[src/rtl/core/continued_fraction_rational_approx_macros.svh]
// ----------------------------------------------------------------------------
// Assertion macros for the continued fraction approximator
// Clocked implication checks, reset-qualified, reporting by $error.
// ----------------------------------------------------------------------------
`ifndef CONTINUED_FRACTION_RATIONAL_APPROX_MACROS_SVH
`define CONTINUED_FRACTION_RATIONAL_APPROX_MACROS_SVH

// same-cycle implication
`define CFRA_ASSERT_IMPL(label, clk, rst_n, ante, cons) \
    label: assert property (@(posedge clk) disable iff (!rst_n) (ante) |-> (cons)) \
        else $error("cfra assertion failed");

// next-cycle implication
`define CFRA_ASSERT_NEXT(label, clk, rst_n, ante, cons) \
    label: assert property (@(posedge clk) disable iff (!rst_n) (ante) |=> (cons)) \
        else $error("cfra assertion failed");

`endif

[src/rtl/core/cfra_pkg.sv]
// ----------------------------------------------------------------------------
// cfra_pkg
// Shared widths, codes, types and width helpers of the approximator.
// ----------------------------------------------------------------------------
`default_nettype none

package cfra_pkg;

    localparam int FRAC_BITS_DEF = 32;
    localparam int TERM_BITS_DEF = 31;

    localparam int TARGET_W   = 32;
    localparam int OUT_W      = 31;
    localparam int STATUS_W   = 2;
    localparam int TOL_W      = 16;
    localparam int LIM_W      = 14;
    localparam int ITER_W     = LIM_W + 1;
    localparam int CFG_IDX_W  = 2;
    localparam int CFG_DATA_W = 16;

    localparam logic [TOL_W-1:0] TOL_RESET = 16'd43;
    localparam logic [LIM_W-1:0] LIM_RESET = 14'd10000;

    localparam logic [CFG_IDX_W-1:0] REG_TOLERANCE  = 2'd0;
    localparam logic [CFG_IDX_W-1:0] REG_ITER_LIMIT = 2'd1;

    localparam logic [STATUS_W-1:0] ST_WITHIN   = 2'd0;
    localparam logic [STATUS_W-1:0] ST_LIMIT    = 2'd1;
    localparam logic [STATUS_W-1:0] ST_OVERFLOW = 2'd2;

    typedef enum logic [2:0] {
        ALU_HOLD,
        ALU_LOAD_MUL,
        ALU_MUL_STEP,
        ALU_LOAD_DIV,
        ALU_DIV_STEP
    } alu_op_t;

    typedef struct packed {
        logic mul_done;
        logic div_done;
    } alu_stat_t;

    typedef struct packed {
        logic [TOL_W-1:0] tolerance;
        logic [LIM_W-1:0] iteration_limit;
    } cfg_t;

    function automatic int max_int(input int a, input int b);
        return (a > b) ? a : b;
    endfunction

    // lanes hold h2+n*h1, t*k, tol*k and the 2F+1 bit reciprocal
    function automatic int acc_width(input int f, input int t);
        return max_int(max_int(2 * t + 1, f + t + 1), max_int(2 * f + 1, t + TOL_W));
    endfunction

endpackage

`default_nettype wire

[src/rtl/core/cfra_regs.sv]
// ----------------------------------------------------------------------------
// cfra_regs
// Configuration registers: tolerance and iteration limit.
// ----------------------------------------------------------------------------
`default_nettype none

module cfra_regs import cfra_pkg::*;
(
    input  wire logic                  clk,
    input  wire logic                  rst_n,
    input  wire logic                  cfg_valid,
    output logic                       cfg_ready,
    input  wire logic [CFG_IDX_W-1:0]  cfg_index,
    input  wire logic [CFG_DATA_W-1:0] cfg_data,
    output cfg_t                       cfg
);

    cfg_t cfg_reg;
    cfg_t cfg_next;

    assign cfg_ready = 1'b1;
    assign cfg = cfg_reg;

    always_comb
    begin
        cfg_next = cfg_reg;
        if (cfg_valid)
        begin
            case (cfg_index)
                REG_TOLERANCE:  cfg_next.tolerance = cfg_data[TOL_W-1:0];
                REG_ITER_LIMIT: cfg_next.iteration_limit = cfg_data[LIM_W-1:0];
                default:        cfg_next = cfg_reg;
            endcase
        end
    end

    always_ff @(posedge clk or negedge rst_n)
    begin
        if (!rst_n)
        begin
            cfg_reg.tolerance       <= TOL_RESET;
            cfg_reg.iteration_limit <= LIM_RESET;
        end
        else
        begin
            cfg_reg <= cfg_next;
        end
    end

endmodule

`default_nettype wire

[src/rtl/core/cfra_alu.sv]
// ----------------------------------------------------------------------------
// cfra_alu
// Shared two-lane shift-add multiplier and restoring divider.
// ----------------------------------------------------------------------------
`default_nettype none
`include "continued_fraction_rational_approx_macros.svh"

module cfra_alu import cfra_pkg::*;
#(
    parameter  int FRAC_BITS = FRAC_BITS_DEF,
    parameter  int TERM_BITS = TERM_BITS_DEF,
    localparam int ACC_W     = acc_width(FRAC_BITS, TERM_BITS)
)
(
    input  wire logic               clk,
    input  wire logic               rst_n,
    input  wire alu_op_t            op,
    input  wire logic [ACC_W-1:0]   ld_acc0,
    input  wire logic [ACC_W-1:0]   ld_acc1,
    input  wire logic [ACC_W-1:0]   ld_mc0,
    input  wire logic [ACC_W-1:0]   ld_mc1,
    input  wire logic [TERM_BITS-1:0] ld_mpl,
    output logic [ACC_W-1:0]        acc0,
    output logic [ACC_W-1:0]        acc1,
    output alu_stat_t               stat
);

    localparam int DIV_STEPS = 2 * FRAC_BITS + 1;
    localparam int DCNT_W    = $clog2(DIV_STEPS + 1);

    logic [ACC_W-1:0]     acc0_reg, acc0_next;
    logic [ACC_W-1:0]     acc1_reg, acc1_next;
    logic [ACC_W-1:0]     mc0_reg, mc0_next;
    logic [ACC_W-1:0]     mc1_reg, mc1_next;
    logic [TERM_BITS-1:0] mpl_reg, mpl_next;
    logic [DCNT_W-1:0]    dcnt_reg, dcnt_next;

    logic [ACC_W-1:0] rem_sh;
    logic [ACC_W-1:0] rem_sub;
    logic             rem_ge;

    // partial remainder shifted, dividend is a single one at the top
    assign rem_sh  = {acc0_reg[ACC_W-2:0], (dcnt_reg == '0)};
    assign rem_ge  = (rem_sh >= mc0_reg);
    assign rem_sub = rem_sh - mc0_reg;

    assign acc0 = acc0_reg;
    assign acc1 = acc1_reg;
    assign stat.mul_done = (mpl_reg == '0);
    assign stat.div_done = (dcnt_reg == DCNT_W'(DIV_STEPS));

    always_comb
    begin
        acc0_next = acc0_reg;
        acc1_next = acc1_reg;
        mc0_next  = mc0_reg;
        mc1_next  = mc1_reg;
        mpl_next  = mpl_reg;
        dcnt_next = dcnt_reg;
        case (op)
            ALU_LOAD_MUL:
            begin
                acc0_next = ld_acc0;
                acc1_next = ld_acc1;
                mc0_next  = ld_mc0;
                mc1_next  = ld_mc1;
                mpl_next  = ld_mpl;
            end
            ALU_MUL_STEP:
            begin
                if (mpl_reg[0])
                begin
                    acc0_next = acc0_reg + mc0_reg;
                    acc1_next = acc1_reg + mc1_reg;
                end
                mc0_next = {mc0_reg[ACC_W-2:0], 1'b0};
                mc1_next = {mc1_reg[ACC_W-2:0], 1'b0};
                mpl_next = {1'b0, mpl_reg[TERM_BITS-1:1]};
            end
            ALU_LOAD_DIV:
            begin
                acc0_next = '0;
                acc1_next = '0;
                mc0_next  = ld_mc0;
                dcnt_next = '0;
            end
            ALU_DIV_STEP:
            begin
                acc0_next = rem_ge ? rem_sub : rem_sh;
                acc1_next = {acc1_reg[ACC_W-2:0], rem_ge};
                dcnt_next = dcnt_reg + 1'b1;
            end
            default:
            begin
                acc0_next = acc0_reg;
            end
        endcase
    end

    always_ff @(posedge clk or negedge rst_n)
    begin
        if (!rst_n)
        begin
            acc0_reg <= '0;
            acc1_reg <= '0;
            mc0_reg  <= '0;
            mc1_reg  <= '0;
            mpl_reg  <= '0;
            dcnt_reg <= '0;
        end
        else
        begin
            acc0_reg <= acc0_next;
            acc1_reg <= acc1_next;
            mc0_reg  <= mc0_next;
            mc1_reg  <= mc1_next;
            mpl_reg  <= mpl_next;
            dcnt_reg <= dcnt_next;
        end
    end

    // divisor is never zero, multiplier steps only on live bits
    `CFRA_ASSERT_IMPL(a_div_nonzero, clk, rst_n, op == ALU_DIV_STEP, mc0_reg != '0)
    `CFRA_ASSERT_IMPL(a_mul_live, clk, rst_n, op == ALU_MUL_STEP, mpl_reg != '0)
    `CFRA_ASSERT_NEXT(a_div_restart, clk, rst_n, op == ALU_LOAD_DIV, dcnt_reg == '0)

endmodule

`default_nettype wire

[src/rtl/core/continued_fraction_rational_approx.sv]
// ----------------------------------------------------------------------------
// continued_fraction_rational_approx
// Best rational approximation of a Q0.32 fraction by its continued fraction.
// ----------------------------------------------------------------------------
//
//  channel | signals                                   | direction
//  --------+-------------------------------------------+----------
//  cfg     | cfg_valid/cfg_ready, cfg_index, cfg_data  | in
//  in      | in_valid/in_ready, target_fraction        | in
//  out     | out_valid/out_ready, numerator_out,       | out
//          | denominator_out, status                   |
//
//  One transaction in at a time; in_ready is high only while idle.
//  Each iteration: a range check on the term, the convergent pass
//  n*h1+h2 and n*k1+k2, the error pass t*k and tol*k, a compare, and
//  the reciprocal 2^(2F)/xf on the serial restoring divider, which
//  takes the largest share of the run time.
//  Reset is asynchronous, active low; config holds its reset values.
//  A finished result waits in the output register while the next
//  transaction is taken; the sequencer stalls only if it finishes again
//  before that result is read.
// ----------------------------------------------------------------------------
`default_nettype none
`include "continued_fraction_rational_approx_macros.svh"

module continued_fraction_rational_approx import cfra_pkg::*;
#(
    parameter int FRAC_BITS = FRAC_BITS_DEF,
    parameter int TERM_BITS = TERM_BITS_DEF
)
(
    input  wire logic                  clk,
    input  wire logic                  rst_n,
    input  wire logic                  cfg_valid,
    output logic                       cfg_ready,
    input  wire logic [CFG_IDX_W-1:0]  cfg_index,
    input  wire logic [CFG_DATA_W-1:0] cfg_data,
    input  wire logic                  in_valid,
    output logic                       in_ready,
    input  wire logic [TARGET_W-1:0]   target_fraction,
    output logic                       out_valid,
    input  wire logic                  out_ready,
    output logic [OUT_W-1:0]           numerator_out,
    output logic [OUT_W-1:0]           denominator_out,
    output logic [STATUS_W-1:0]        status
);

    localparam int F     = FRAC_BITS;
    localparam int T     = TERM_BITS;
    localparam int ACC_W = acc_width(F, T);
    localparam int XW    = max_int(F + 1, T + 1);   // term, padded for the range test
    localparam int EW    = max_int(T, OUT_W);       // convergent, padded for output
    localparam int PW    = F + T;                   // num*2^F and t*den

    typedef enum logic [2:0] {
        S_IDLE,
        S_CONV_CHK,
        S_CONV_MUL,
        S_ERR_MUL,
        S_ERR_CMP,
        S_DIV,
        S_WB
    } state_t;

    cfg_t cfg;

    // ALU hookup
    alu_op_t          alu_op;
    logic [ACC_W-1:0] ld_acc0, ld_acc1, ld_mc0, ld_mc1;
    logic [T-1:0]     ld_mpl;
    logic [ACC_W-1:0] acc0, acc1;
    alu_stat_t        alu_stat;

    state_t               state_reg, state_next;
    logic [F-1:0]         t_reg, t_next;
    logic [F:0]           xi_reg, xi_next;      // integer part of the running value
    logic [F-1:0]         xf_reg, xf_next;      // fraction part
    logic [T-1:0]         h1_reg, h1_next, h2_reg, h2_next;
    logic [T-1:0]         k1_reg, k1_next, k2_reg, k2_next;
    logic [ITER_W-1:0]    iters_reg, iters_next;
    logic [PW-1:0]        diff_reg, diff_next;
    logic [T-1:0]         rnum_reg, rnum_next, rden_reg, rden_next;
    logic [STATUS_W-1:0]  rst_reg, rst_next;
    logic                 out_valid_reg, out_valid_next;
    logic [OUT_W-1:0]     onum_reg, onum_next, oden_reg, oden_next;
    logic [STATUS_W-1:0]  ost_reg, ost_next;

    logic [F+TARGET_W-1:0] t_wide;
    logic [F-1:0]          t_al;
    logic [XW-1:0]         xi_ext;
    logic                  n_ovf;
    logic                  conv_ovf;
    logic [PW-1:0]         a_val, b_val;
    logic                  err_ok;
    logic                  over_limit;
    logic [EW-1:0]         num_ext, den_ext;

    // target scaled by 2^(F-32), truncated for narrow F
    assign t_wide = {target_fraction, {F{1'b0}}};
    assign t_al   = t_wide[F+TARGET_W-1:TARGET_W];

    assign xi_ext   = XW'(xi_reg);
    assign n_ovf    = |xi_ext[XW-1:T];
    assign conv_ovf = (|acc0[ACC_W-1:T]) | (|acc1[ACC_W-1:T]);

    // |num*2^F - t*den| against tol*den
    assign a_val      = {h1_reg, {F{1'b0}}};
    assign b_val      = acc0[PW-1:0];
    assign err_ok     = (ACC_W'(diff_reg) <= acc1);
    assign over_limit = (iters_reg > ITER_W'(cfg.iteration_limit));

    assign num_ext = EW'(rnum_reg);
    assign den_ext = EW'(rden_reg);

    assign in_ready        = (state_reg == S_IDLE);
    assign out_valid       = out_valid_reg;
    assign numerator_out   = onum_reg;
    assign denominator_out = oden_reg;
    assign status          = ost_reg;

    cfra_regs u_regs (
        .clk       (clk),
        .rst_n     (rst_n),
        .cfg_valid (cfg_valid),
        .cfg_ready (cfg_ready),
        .cfg_index (cfg_index),
        .cfg_data  (cfg_data),
        .cfg       (cfg)
    );

    cfra_alu #(
        .FRAC_BITS (FRAC_BITS),
        .TERM_BITS (TERM_BITS)
    ) u_alu (
        .clk     (clk),
        .rst_n   (rst_n),
        .op      (alu_op),
        .ld_acc0 (ld_acc0),
        .ld_acc1 (ld_acc1),
        .ld_mc0  (ld_mc0),
        .ld_mc1  (ld_mc1),
        .ld_mpl  (ld_mpl),
        .acc0    (acc0),
        .acc1    (acc1),
        .stat    (alu_stat)
    );

    always_comb
    begin
        state_next     = state_reg;
        t_next         = t_reg;
        xi_next        = xi_reg;
        xf_next        = xf_reg;
        h1_next        = h1_reg;
        h2_next        = h2_reg;
        k1_next        = k1_reg;
        k2_next        = k2_reg;
        iters_next     = iters_reg;
        diff_next      = diff_reg;
        rnum_next      = rnum_reg;
        rden_next      = rden_reg;
        rst_next       = rst_reg;
        out_valid_next = out_valid_reg;
        onum_next      = onum_reg;
        oden_next      = oden_reg;
        ost_next       = ost_reg;

        alu_op  = ALU_HOLD;
        ld_acc0 = ACC_W'(h2_reg);
        ld_acc1 = ACC_W'(k2_reg);
        ld_mc0  = ACC_W'(h1_reg);
        ld_mc1  = ACC_W'(k1_reg);
        ld_mpl  = xi_ext[T-1:0];

        // result taken downstream
        if (out_valid_reg && out_ready)
        begin
            out_valid_next = 1'b0;
        end

        case (state_reg)
            S_IDLE:
            begin
                if (in_valid)
                begin
                    t_next     = t_al;
                    xi_next    = '0;
                    xf_next    = t_al;
                    h1_next    = T'(1);
                    h2_next    = '0;
                    k1_next    = '0;
                    k2_next    = T'(1);
                    iters_next = '0;
                    state_next = S_CONV_CHK;
                end
            end
            S_CONV_CHK:
            begin
                // term out of range: keep the previous convergent
                if (n_ovf)
                begin
                    rnum_next  = h1_reg;
                    rden_next  = k1_reg;
                    rst_next   = ST_OVERFLOW;
                    state_next = S_WB;
                end
                else
                begin
                    alu_op     = ALU_LOAD_MUL;
                    state_next = S_CONV_MUL;
                end
            end
            S_CONV_MUL:
            begin
                ld_acc0 = '0;
                ld_acc1 = '0;
                ld_mc0  = ACC_W'(t_reg);
                ld_mc1  = ACC_W'(cfg.tolerance);
                ld_mpl  = acc1[T-1:0];
                if (!alu_stat.mul_done)
                begin
                    alu_op = ALU_MUL_STEP;
                end
                else if (conv_ovf)
                begin
                    rnum_next  = h1_reg;
                    rden_next  = k1_reg;
                    rst_next   = ST_OVERFLOW;
                    state_next = S_WB;
                end
                else
                begin
                    // accept new convergent, start t*k and tol*k
                    alu_op     = ALU_LOAD_MUL;
                    h2_next    = h1_reg;
                    h1_next    = acc0[T-1:0];
                    k2_next    = k1_reg;
                    k1_next    = acc1[T-1:0];
                    iters_next = iters_reg + 1'b1;
                    state_next = S_ERR_MUL;
                end
            end
            S_ERR_MUL:
            begin
                if (!alu_stat.mul_done)
                begin
                    alu_op = ALU_MUL_STEP;
                end
                else
                begin
                    diff_next  = (b_val <= a_val) ? (a_val - b_val) : (b_val - a_val);
                    state_next = S_ERR_CMP;
                end
            end
            S_ERR_CMP:
            begin
                ld_mc0    = ACC_W'(xf_reg);
                rnum_next = h1_reg;
                rden_next = k1_reg;
                if (err_ok || (xf_reg == '0))
                begin
                    rst_next   = ST_WITHIN;
                    state_next = S_WB;
                end
                else if (over_limit)
                begin
                    rst_next   = ST_LIMIT;
                    state_next = S_WB;
                end
                else
                begin
                    alu_op     = ALU_LOAD_DIV;
                    state_next = S_DIV;
                end
            end
            S_DIV:
            begin
                if (!alu_stat.div_done)
                begin
                    alu_op = ALU_DIV_STEP;
                end
                else
                begin
                    // quotient of 2^(2F)/xf: integer and fraction parts
                    xi_next    = acc1[2*F:F];
                    xf_next    = acc1[F-1:0];
                    state_next = S_CONV_CHK;
                end
            end
            S_WB:
            begin
                if (!out_valid_reg || out_ready)
                begin
                    out_valid_next = 1'b1;
                    onum_next      = num_ext[OUT_W-1:0];
                    oden_next      = den_ext[OUT_W-1:0];
                    ost_next       = rst_reg;
                    state_next     = S_IDLE;
                end
            end
            default:
            begin
                state_next = S_IDLE;
            end
        endcase
    end

    always_ff @(posedge clk or negedge rst_n)
    begin
        if (!rst_n)
        begin
            state_reg     <= S_IDLE;
            t_reg         <= '0;
            xi_reg        <= '0;
            xf_reg        <= '0;
            h1_reg        <= '0;
            h2_reg        <= '0;
            k1_reg        <= '0;
            k2_reg        <= '0;
            iters_reg     <= '0;
            diff_reg      <= '0;
            rnum_reg      <= '0;
            rden_reg      <= '0;
            rst_reg       <= ST_WITHIN;
            out_valid_reg <= 1'b0;
            onum_reg      <= '0;
            oden_reg      <= '0;
            ost_reg       <= ST_WITHIN;
        end
        else
        begin
            state_reg     <= state_next;
            t_reg         <= t_next;
            xi_reg        <= xi_next;
            xf_reg        <= xf_next;
            h1_reg        <= h1_next;
            h2_reg        <= h2_next;
            k1_reg        <= k1_next;
            k2_reg        <= k2_next;
            iters_reg     <= iters_next;
            diff_reg      <= diff_next;
            rnum_reg      <= rnum_next;
            rden_reg      <= rden_next;
            rst_reg       <= rst_next;
            out_valid_reg <= out_valid_next;
            onum_reg      <= onum_next;
            oden_reg      <= oden_next;
            ost_reg       <= ost_next;
        end
    end

    `CFRA_ASSERT_NEXT(a_busy_after_in, clk, rst_n, in_valid && in_ready, !in_ready)
    `CFRA_ASSERT_IMPL(a_status_code, clk, rst_n, out_valid, (status == ST_WITHIN || status == ST_LIMIT || status == ST_OVERFLOW))
    `CFRA_ASSERT_NEXT(a_wb_delivers, clk, rst_n, (state_reg == S_WB) && (!out_valid_reg || out_ready), out_valid && in_ready)

endmodule

`default_nettype wire

[config.mk]
export PLATFORM = sky130hd
export DESIGN_NAME = continued_fraction_rational_approx
export DESIGN_NICKNAME = d
export VERILOG_FILES = /design/src/rtl/core/cfra_pkg.sv /design/src/rtl/core/cfra_regs.sv /design/src/rtl/core/cfra_alu.sv /design/src/rtl/core/continued_fraction_rational_approx.sv
export VERILOG_INCLUDE_DIRS = /design/src /design/src/rtl/core
export SDC_FILE = /design/constraint.sdc
export NUM_CORES = 2
export LEC_CHECK = 0
export ABC_CLOCK_PERIOD_IN_PS = 9600
export BUFFER_PORTS_ARGS = -buffer_cell sky130_fd_sc_hd__buf_2
export CAP_MARGIN = 15
export CORE_ASPECT_RATIO = 1.1
export CORE_MARGIN = 5
export CORE_UTILIZATION = 60
export DETAILED_ROUTE_END_ITERATION = 6
export GPL_TIMING_DRIVEN = 0
export PLACE_DENSITY = 0.8
export SLEW_MARGIN = 20
export SYNTH_ARGS = -nofsm -noshare
export SYNTH_HDL_FRONTEND = slang
export SYNTH_SLANG_ARGS = --single-unit
[constraint.sdc]
create_clock -name clk -period 9.6 [get_ports clk]
set_clock_uncertainty 0.1 [all_clocks]
set_input_delay 1.92 -clock clk [delete_from_list [all_inputs] [get_ports clk]]
set_output_delay 1.92 -clock clk [all_outputs]
set_load 0.02 [all_outputs]
==> summary.txt <==
Status
  – Status: finished, violations left
  – Failing checks: design-rule violations

Synth
  – Fraction of registers with async set/reset: 100%
  – Synth Area per Inst: roughly 8.6 um^2
  – Post-synth cell types: 99
  – Yosys warning count: 0
  – Post-synthesis instance total: 5697
  – Cell taking the most area after synthesis: dfrtp_1
  – Mapped Area: just under 50000 um^2
  – #FFs+latches synth: roughly 760
  – Post-synthesis sequential area ratio: around 39%
  – Synth area leaders: dfrtp_1 38%, ha_1 8.5%, nand2_1 6.8%
  – Yosys top cell area share: a little under two fifths
  – Synth Net Count: ~6000
  – Number of synthesized flops with an enable pin: 0
  – Top FF cell, synth: dfrtp_1

Placed design
  – I/O Buffers: 120
  – Dpl cells: 6891
  – DP HPWL: approximately 150 mm
  – GPL Wtd Cong: roughly 1.0

Clocking
  – Postcts setup bufs: 0
  – Post-cts sizing count: 0
  – Number of CTS-inserted buffers: between 80 and 90
  – H-tree depth: 3
  – Post-CTS Hold Fix Bufs: 0
  – Worst-Skew Late Latency: 0.68 ns
  – Longest Clk Path Bufs: 3
  – Clk sinks: roughly 760
  – CTS root buf: clkbuf_16
  – Worst-path clk slew: 0.06 ns
  – TritonCTS clock tree: built

Power
  – Sw Share: 53.3%
  – Pint: 0.0112 W
  – LEAKAGE: about 25 nW
  – Seq pwr share: between 20% and 30%
  – Comb pwr share: 63.6%
  – Pwr/cell area: between 400 and 500 nW/um^2
  – Psw: roughly 0.013 W
  – Clock share of power: about 14%
  – Power Total: roughly 0.024 W
  – Max IR drop VDD: around 0.00035 V

Min path
  – Hold crit path type: reg -> reg

Global route
  – Initial antenna violation count: 6
  – Largest net degree at the start of global routing: between 90 and 100
  – First-pass GRT wire length: just under 300 mm
  – Grt total ovfl: 0
  – Vias in the first global route: between 40000 and 50000
  – Gr usage total: between 40% and 50%

Timing
  – Final Hold Viols: 0
  – Slew @ Worst Pin: around 1.2 ns
  – RSZ-0062 raised after global routing: no
  – Count of endpoints failing setup in the final report: 0
  – Tmin final: ~6.5 ns
  – Slew Limit Headroom: a little under a fifth
  – Final period utilization: about 67%
  – Fmax: about 0.15 GHz
  – Max-slew violations: 0

Final layout
  – Layout fillers: just under 7000
  – Final core utilization: approximately 67%
  – Synth-to-Final Area Change: 10.4%
  – Most frequent cells in the layout: 889 x nand2_1, 750 x dfrtp_1, 447 x o21ai_0
  – Finished Layout Cells: 7047
  – Multi-input logic area: between 20000 and 30000 um^2
  – Nets@finish: 6306
  – Commonest non-fill, non-tap cell in the layout: nand2_1
  – Register area: 19000 um^2
  – Share of cells above drive strength 1: between 8 and 9%

Drt
  – Total wire length: approximately 200 mm
  – Via count: roughly 48000
  – Vias per inst: just under 7
  – Post-DR wirelength/cell: between 20 and 30 um
  – DR DRC count: 11
  – Initial DRC Count: roughly 5800
  – DR pass1 iterations: 7
  – Post-DRT Antenna Nets: 0

Floorplan
  – Die area: 87800 um^2
  – Core Box Area: 81600 um^2
  – Ports: 122
  – Die height: 310 um
  – Die width: about 280 um
  – Initial Util: 60.3%
  – Rows: 110

Flow run
  – MaxCap Viol Count: 0

Worst setup path
  – CP max FO: 10
  – CP peak stage delay: about 0.65 ns
  – Crit. End Element: flip-flop
  – CP max-delay cell: o21ai_2
  – WP buf/inv: 2
  – CP Cell Sequence: nor4_1 > nand3b_1 > ha_1 > nand2b_1 > a211oi_2 > o21ai_1 > o211a_1 > or2_1 > o211ai_2 > a21oi_1 > o21ai_2 > buf_2 > nand2_1 > clkbuf_1 > nor2_1 > a211o_1
  – Largest delay share family, worst path: compound AO/OA/AOI/OAI gates
  – Type of origin of the critical path: flip-flop
  – Worst Path Arrival: 6.94 ns
  – Crit Path Category: reg -> reg
  – Worst EP required: about 10 ns
==> worst min-delay path, cell delays in order, from the launching register on <==
cell	delay [ns]
dfrtp_1	0.34
nand2_1	0.05
nand2_1	0.05
==> Yosys cell counts (11+ instances only) <==
cell,number
or3_1,19
and4_1,13
clkbuf_1,299
and2_1,20
a22o_1,36
and3_1,39
nand2b_1,19
a21o_1,152
a31oi_1,74
nor3_1,57
nand3_1,209
o221ai_1,21
a221o_1,36
a211o_1,15
mux2_2,145
nor4_1,56
o31ai_1,87
xnor2_1,147
a211oi_1,48
a222oi_1,29
xor2_1,96
buf_1,29
o22ai_1,17
nor2b_1,31
o41ai_1,11
o21ai_1,77
inv_1,284
or2_2,11
nand2_1,889
o21a_1,27
dfrtp_1,750
o21bai_1,67
a21oi_1,419
a22oi_1,60
nor2_1,262
mux2i_1,28
o21ai_0,447
buf_2,21
ha_1,335
nand4_1,79
a221oi_1,55
o211ai_1,30
==> per-layer routing <==
| metal | wire length (um) | share of wire (%) | vias up | global-route usage, % |
|---|---|---|---|---|
| met5 | 13 | 0.0066 | - | 0 |
| li1 | - | - | 21000 | - |
| met4 | 20000 | 10 | 2 | 35.7 |
| met3 | 21100 | 11 | 752 | 9.98 |
| met2 | 84000 | 43 | 2972 | 65.5 |
| met1 | 72300 | 37 | 23000 | 53.4 |
==> worst paths after layout <==
| path | slack (ns) | cells after the start | from | to |
|---|---|---|---|---|
| setup / recovery | 3.14 | 16 | u_alu.dcnt_reg[2]$_DFFE_PN0P_ | u_alu.acc0[41]$_DFFE_PN0P_ |
| hold / removal | 0.37 | 2 | den_ext[11]$_DFFE_PN0P_ | den_ext[11]$_DFFE_PN0P_ |
| setup reg to reg | 3.14 | 16 | u_alu.dcnt_reg[2]$_DFFE_PN0P_ | u_alu.acc0[41]$_DFFE_PN0P_ |
| hold reg to reg | 0.37 | 2 | den_ext[11]$_DFFE_PN0P_ | den_ext[11]$_DFFE_PN0P_ |
| max in group asynchronous | 6.76 | 3 | rst_n | u_alu.mc0_reg[15]$_DFFE_PN0P_ |
| min in group asynchronous | 1.15 | 1 | rst_n | u_alu.mc1_reg[40]$_DFFE_PN0P_ |
==> logic make-up (layout without fill, tap and decap cells) <==
kind of cell / after synthesis / count (layout) / synth area share (%)
AOI/OAI and AO/OA: 1804 / 1804 / 23.6
muxes: 177 / 177 / 3.98
and+or+nand+nor: 1735 / 1735 / 15.8
other: 1 / 7 / 0.00762
xor gates and xnor gates: 243 / 243 / 4.33
DFF: 759 / 759 / 38.6
adders and majority gates: 339 / 339 / 8.68
buffers and inverters: 639 / 919 / 4.98
==> cell type report <==
type / instances / share of cell area [%]
multi-input combinational: 4299 / 51.2
sequential: 759 / 35.0
clock buffer: 111 / 4.38
buffer: 354 / 2.57
tap: 1064 / 2.45
inverter: 285 / 1.97
timing repair buffer: 130 / 1.56
clock inverter: 39 / 0.898
antenna: 6 / 0.0276
==> metrics by stage <==
stage | hold slack, ns | area (um^2) | TNS, ns | worst slack [ns]
floorplan | 0.333 | 49200 | 0 | 5.75
global placement | 0.346 | 51100 | -7192.60 | -9.73
detailed placement | 0.352 | 51400 | 0 | 3.41
CTS | 0.366 | 54300 | 0 | 3.40
global route | 0.375 | 54300 | 0 | 3.21
finish | 0.366 | 54300 | 0 | 3.14
==> power by group through the flow <==
| stage | Clock [W] | Sequential (W) | Combinational, W |
|---|---|---|---|
| final | 0.00342 | 0.00533 | 0.0153 |
| after global routing | 0.00353 | 0.00536 | 0.0162 |
| after floorplan | 0 | 0.00485 | 0.00996 |
| after global placement | 0 | 0.00527 | 0.0145 |
| after detailed placement | 0 | 0.00529 | 0.0146 |
| after CTS | 0.00339 | 0.00524 | 0.0147 |
Power figures use the tool's default switching activity.
